## config.mk

```make
export PLATFORM = sky130hd
export DESIGN_NAME = tgd_mac
export DESIGN_NICKNAME = d
export VERILOG_FILES = /design/src/sv/tgd_pkg.sv /design/src/sv/tgd_mac.sv
export SDC_FILE = /design/constraint.sdc
export NUM_CORES = 2
export LEC_CHECK = 0
export ABC_AREA = 1
export BUFFER_PORTS_ARGS = -buffer_cell sky130_fd_sc_hd__buf_2
export CORE_UTILIZATION = 38
export CTS_BUF_LIST = sky130_fd_sc_hd__clkbuf_2
export DETAILED_ROUTE_END_ITERATION = 10
export PLACE_DENSITY = 0.61
export SYNTH_ARGS = -nofsm -noshare
export SYNTH_HDL_FRONTEND = slang
export SYNTH_SLANG_ARGS = --single-unit
```

## constraint.sdc

```tcl
create_clock -name clk -period 13.2 [get_ports clk]
set_input_delay 1.32 -clock clk [delete_from_list [all_inputs] [get_ports clk]]
set_output_delay 1.32 -clock clk [all_outputs]
set_load 0.01 [all_outputs]
```

## src/sv/tgd_pkg.sv

```systemverilog
// ----------------------------------------------------------------------------
// tgd_pkg: shared constants, types and helpers
// widths, register codes and the multiply op word of the tone detector
// ----------------------------------------------------------------------------
package tgd_pkg;

  localparam int MAX_RESET_LENGTH = 4096;
  localparam int COEF_FRAC_BITS   = 14;
  localparam int ACC_BITS         = 48;

  localparam int SAMPLE_W = 16;
  localparam int COEF_W   = 17;
  localparam int RLEN_W   = 13;
  localparam int NPOW_W   = 16;
  localparam int ENERGY_W = 44;

  localparam int COUNT_W   = $clog2(2 * MAX_RESET_LENGTH);
  localparam int PHASE_W   = COUNT_W;
  localparam int COUNT_MAX = 2 * MAX_RESET_LENGTH - 1;
  localparam int COEF_LIM  = 1 << (COEF_FRAC_BITS + 1);

  // shared multiplier: wide operand times one digit per cycle
  localparam int CMAG_W  = COEF_FRAC_BITS + 2;
  localparam int DIG_W   = CMAG_W;
  localparam int NDIG    = (ACC_BITS + DIG_W - 1) / DIG_W;
  localparam int DIG_CW  = (NDIG > 1) ? $clog2(NDIG) : 1;
  localparam int A_W     = CMAG_W + ACC_BITS;
  localparam int MUL_W   = A_W + DIG_W;
  localparam int PROD_W  = A_W + DIG_W * NDIG;

  localparam int SQ_W    = 2 * SAMPLE_W - 1;
  localparam int SUMSQ_W = 2 * ACC_BITS;
  localparam int NUM_W   = SUMSQ_W + COEF_FRAC_BITS + 2;
  localparam int QUO_W   = NPOW_W;
  localparam int REM_W   = NUM_W + QUO_W;
  localparam int DEN_W   = ENERGY_W + COUNT_W;

  localparam int CFG_IDX_W  = 2;
  localparam int CFG_DATA_W = COEF_W;
  localparam logic [CFG_IDX_W-1:0] REG_COEFFICIENT  = 2'd0;
  localparam logic [CFG_IDX_W-1:0] REG_RESET_LENGTH = 2'd1;

  localparam logic [ACC_BITS-1:0] ACC_POS_MAX = {1'b0, {(ACC_BITS - 1){1'b1}}};

  typedef struct packed {
    logic              en;
    logic              clear;
    logic [A_W-1:0]    a;
    logic [DIG_W-1:0]  digit;
    logic [DIG_CW-1:0] k;
  } mac_op_t;

  function automatic logic [ACC_BITS-1:0] acc_mag(input logic signed [ACC_BITS-1:0] v);
    logic signed [ACC_BITS-1:0] n;
    n = -v;
    return v[ACC_BITS-1] ? ACC_BITS'(n) : ACC_BITS'(v);
  endfunction

  // clamp a two-bit-wider sum to the signed delay range
  function automatic logic signed [ACC_BITS-1:0] sat_acc(input logic signed [ACC_BITS+1:0] v);
    logic same;
    same = (v[ACC_BITS+1:ACC_BITS-1] == 3'b000) || (v[ACC_BITS+1:ACC_BITS-1] == 3'b111);
    if (same) return v[ACC_BITS-1:0];
    else if (v[ACC_BITS+1]) return ~ACC_POS_MAX;
    else return ACC_POS_MAX;
  endfunction

endpackage

```

## src/sv/tgd_mac.sv

```systemverilog
// ----------------------------------------------------------------------------
// tgd_mac: shared digit multiply-accumulate unit
// adds a times one digit, placed at digit position k, into the accumulator
// ----------------------------------------------------------------------------
module tgd_mac import tgd_pkg::*; (
  input  logic              clk,
  input  mac_op_t           op,
  output logic [PROD_W-1:0] acc
);

  logic [MUL_W-1:0]  pr;
  logic [PROD_W-1:0] term;

  assign pr   = op.a * op.digit;
  assign term = PROD_W'(pr) << (DIG_W * op.k);

  always_ff @(posedge clk) begin
    if (op.en) begin
      acc <= (op.clear ? '0 : acc) + term;
    end
  end

endmodule

```

After elaboration in Yosys (flattened, before gate mapping)

Index checks and enable logic that the tools add are counted.

Register bits after elaboration: 112
Latch bits: 0
Memory bits (writable): 0
Bits in read-only memories: 0
Input bits: 85
Word-level logic and storage cells: 5
Memories kept: 0

Add/subtract/negate cells: 1
Multipliers: 1
Divide/modulo/power cells: 0
Magnitude comparators: 0
Equal/unequal tests: 0
Shifts and indexed selects: 1
Muxes and demuxes: 1
Bitwise logic cells: 0
Reductions and logical operators: 0

Operators with widths:

| kind                | number |
|---|---|
| $add A112 B112 Y112 | 1 |
| $mux W112           | 1 |
| $shl A80 B6 Y112    | 1 |
| $mul A64 B16 Y80    | 1 |

Logic depth before layout (Yosys ltp)

Word-level depth: 3
Depth in mapped cells: 45
Gate-level depth less buffers: 43

Least setup slack after synthesis

OpenSTA, ideal clock, no wires.

Kind: input to register
From: in op[3] (netlist bit)
To: reg acc[97] (data pin)
Setup time: 258 ps
Arrival time: 8196 ps
Setup slack: 4746 ps
Cell stages on the path: 37
Path buffers: 2
Cells stage by stage: clkbuf_1 > clkbuf_1 > nand2_1 > fa_1 > inv_1 > fa_1 > inv_1 > fa_1 > inv_1 > fa_1 > fa_1 > inv_1 > fa_1 > inv_1 > ha_1 > a21oi_1 > o21ai_0 > a21oi_1 > a21boi_0 > nor2_1 > nor2_1 > nand2_1 > nand2_1 > nand3_1 > nand2_1 > o21ai_0 > ha_1 > nand2_1 > nor2_1 > inv_1 > nor2_1 > inv_1 > nor4_1 > nand3_1 > nand3_1 > a21oi_1 > xnor2_1

Longest elaborated chain between the ends: 3

RTL lines:

| item                 | line          | source |
|---|---|---|
| from (decl)          | tgd_mac.sv:7  | `input mac_op_t op,` |
| $mul A64 B16 Y80     | tgd_mac.sv:14 | `assign pr = op.a * op.digit;` |
| $shl A80 B6 Y112     | tgd_mac.sv:15 | `assign term = PROD_W'(pr) << (DIG_W * op.k);` |
| $add A112 B112 Y112  | tgd_mac.sv:19 | `acc <= (op.clear ? '0 : acc) + term;` |
| to (signal assigned) | tgd_mac.sv:19 |  |
| to (decl)            | tgd_mac.sv:8  | `output logic [PROD_W-1:0] acc` |

Every way passes these cells.
A chain may end at the register's enable or synchronous reset.

Final worst setup path

From: in op[6] (netlist bit)
To: reg acc[90] (data pin)

Same word-level chain as after synthesis.

==> metrics.md <==
| Metric | Value |
|---|---|
| Synth top area share | 0.354 |
| Area contributors post-synth | fa_1 (35%), inv_1 (14%), nand2_1 (14%) |
| Maximum clock path buffer count | 2 |
| Worst Reg-to-Reg Cells | 19 |
| DRC | 0 |
| Hold buffers post-CTS | 0 |
| Multiplexer share of the synthesized area | 0.000408 |
| Final nets | 8,322 |
| Area grow syn2layout | 4.82% |
| Fin area | 51,400 um2 |
| R2R Setup Slk | 9.42 ns |
| F_max | 96.7 MHz |
| Main synth FF type | edfxtp_1 |
| Routed wire length | 184,000 um |
| Antenna Nets Post-Route | 0 |
| Most flops, register | acc |
| Overall routing resource usage | 0.284 |
| End of the worst hold path | acc[0]$_DFFE_PP_ |
| Wire per inst | 21.0 um |
| Vias/cell | 5.18 |
| Worst Max-Slew Pin Slew | 1.20 ns |
| Routed vias | 45,500 |
| Period utilisation layout | 0.783 |
| Worst setup path category | in2reg |
| TritonCTS clock tree | yes |
| Most frequent cells in the layout | inv_1 (1,858), nand2_1 (1,838), fa_1 (867) |
| Sequential share of the synthesized area | 0.0686 |
| Final setup viols | 0 |
| Slew HR | 0.194 |
| Clk_lat worst skew | 0.89 ns |
| Site Rows | 131 |
| Net count after synthesis | 8,368 |
| Setup_tns | 0 ns |
| Remaining Overflow, GRT | 0 |
| Clk slew on worst S/H paths | 0.39 ns |
| Max stage delay cell, worst path | buf_2 |
| Synth Instances | 7,153 |
| EDFF count, synth | 112 |
| Hold Path Depth | 3 |
| Synthesized area | 49,000 um2 |
| Initial antenna violation count | 5 |
| Syn_area_per_cell | 6.85 um2 |
| Largest family of logic cells by synthesized area | adder cells |
| Hpwl dp | 158,000 um |
| WP data required | 13.90 ns |
| Placed Cells | 8,758 |
| Compound-Gate Fraction of Synth Area | 0.0815 |
| Min Tclk post-route | 10.34 ns |
| Syn. warnings | 0 |
| Max reg flops | 112 |
| RR Endpoint | acc[96]$_DFFE_PP_ |
| Area after DPL | 51,300 um2 |
| Worst Hold Class | reg2reg |
| Synth Area in Adders | 0.421 |
| Setup Buffers After CTS | 0 |
| Share of cells above drive strength 1 | 0.0481 |
| Total CTS buffers | 9 |
| Max Cap Viol | 0 |
| Core Region | 128,000 um2 |
| Most common cell after layout, fill and taps aside | inv_1 |
| Ports | 197 |
| Synthesis-stage register bit count | 112 |
| RePlAce Congestion | 1.03 |
| Finished Layout Cells | 8,776 |
| Synth async-reset ratio | 0 |
| Netlist cell types | 55 |
| Worst slack at placement | 1.94 ns |
| Initial drt markers | 4,361 |
| Synth Area in Simple Gates | 0.241 |
| CTS root buf | clkbuf_2 |
| CP Launch Type | input pin |
| Pre-antenna DRT Iters | 6 |
| Crit Path Max Fanout | 35 |
| Port Buffer Count | 196 |
| First-pass GRT wire length | 282,000 um |
| Die width | 361 um |
| Status | finished, final reports clean |
| Yosys top cell by area | fa_1 |
| Initial core utilization | 0.384 |
| CP endpoint kind | flop |
| Largest regs | acc: 112 flops |
| Largest net degree at the start of global routing | 84 |
| Die footprint | 130,000 um2 |
| Vias in the first global route | 46,400 |
| RSZ-0062 raised after global routing | false |
| PnR worst setup slack | 2.86 ns |
| PostCTS Resize Cnt | 0 |
| Reg-to-Reg Start | acc[0]$_DFFE_PP_ |
| HP Start | acc[0]$_DFFE_PP_ |
| H-tree depth reported by CTS | 3 |
| Slowest stage delay, CP | 0.69 ns |
| Final slew viol count | 0 |
| Worst Skew | 0.0879 ns |
| DIE HEIGHT | 361 um |
| Final Hold Vio Count | 0 |
| Post-synthesis xor/xnor area fraction | 0.0222 |
| Worst Path Arrival | 11.04 ns |
| TritonCTS Sinks | 112 |
Yosys cell counts, types with 42 or more instances:
library cell and count:
nor2_1 636, fa_1 867, o21ai_0 230, edfxtp_1 112
nand2_1 1838, inv_1 1858, nand3_1 274, a21oi_1 293
ha_1 263, nor3_1 46, o21bai_1 42, xor2_1 87
clkbuf_1 253
cell type report:
| cell class | count | area [um2] |
|---|---|---|
| multi-input combinational | 4883 | 37600 |
| clock inverter | 7 | 62.6 |
| antenna | 2 | 5.00 |
| tap | 1662 | 2080 |
| inverter | 1873 | 7030 |
| timing repair buffer | 228 | 1240 |
| fill | 13800 | 76500 |
| clock buffer | 9 | 45.0 |
| sequential | 112 | 3360 |
per-layer routing:
metal  vias up  wire, um  global-route usage
met5         -        32                   0
met3       250     11400              0.0246
met2      1749     86300               0.474
li1      20900         -                   -
met1     22600     79700               0.390
met4         4      6480              0.0883
per-stage QoR:
| stage | util | hold WS, ns |
|---|---|---|
| after floorplan | - | 0.731 |
| after global placement | 0.401 | 0.710 |
| after detailed placement | 0.401 | 0.716 |
| after CTS | 0.402 | 0.797 |
| after global routing | 0.402 | 0.873 |
| final | 0.402 | 0.779 |
kinds of logic (layout without fill, tap and decap cells):
family                     count (synthesis)  after routing
buffers and inverters                   2158           2117
muxes                                      2              2
other                                      0              2
and+or+nand+nor                         2927           2927
xor gates and xnor gates                 124            124
adders and majority gates               1130           1130
DFF                                      112            112
AOI/OAI and AO/OA                        700            700
worst max-delay path by stage:
stage / slack, ns / startpoint / endpoint / cells after the start
2_1_floorplan: 4.75 / op[3] / acc[97]$_DFFE_PP_ / 37
3_3_place_gp: 1.93 / op[10] / acc[111]$_DFFE_PP_ / 38
3_5_place_dp: 1.94 / op[6] / acc[111]$_DFFE_PP_ / 38
4_1_cts: 2.89 / op[6] / acc[111]$_DFFE_PP_ / 38
5_1_grt: 2.32 / op[4] / acc[79]$_DFFE_PP_ / 37
6_report: 2.86 / op[6] / acc[90]$_DFFE_PP_ / 35
worst max-delay path: cells and delay by family:
kind                     cells  cell delay, ns
AND/OR/NAND/NOR              7            1.00
XOR/XNOR                     2            0.61
adder cells (fa/ha/maj)      8            3.70
buffers and inverters        8            1.54
AO/OA/AOI/OAI               10            2.81
Power is not shown: default switching activity piles up to over one toggle a cycle in this logic, so the estimate is an artifact.
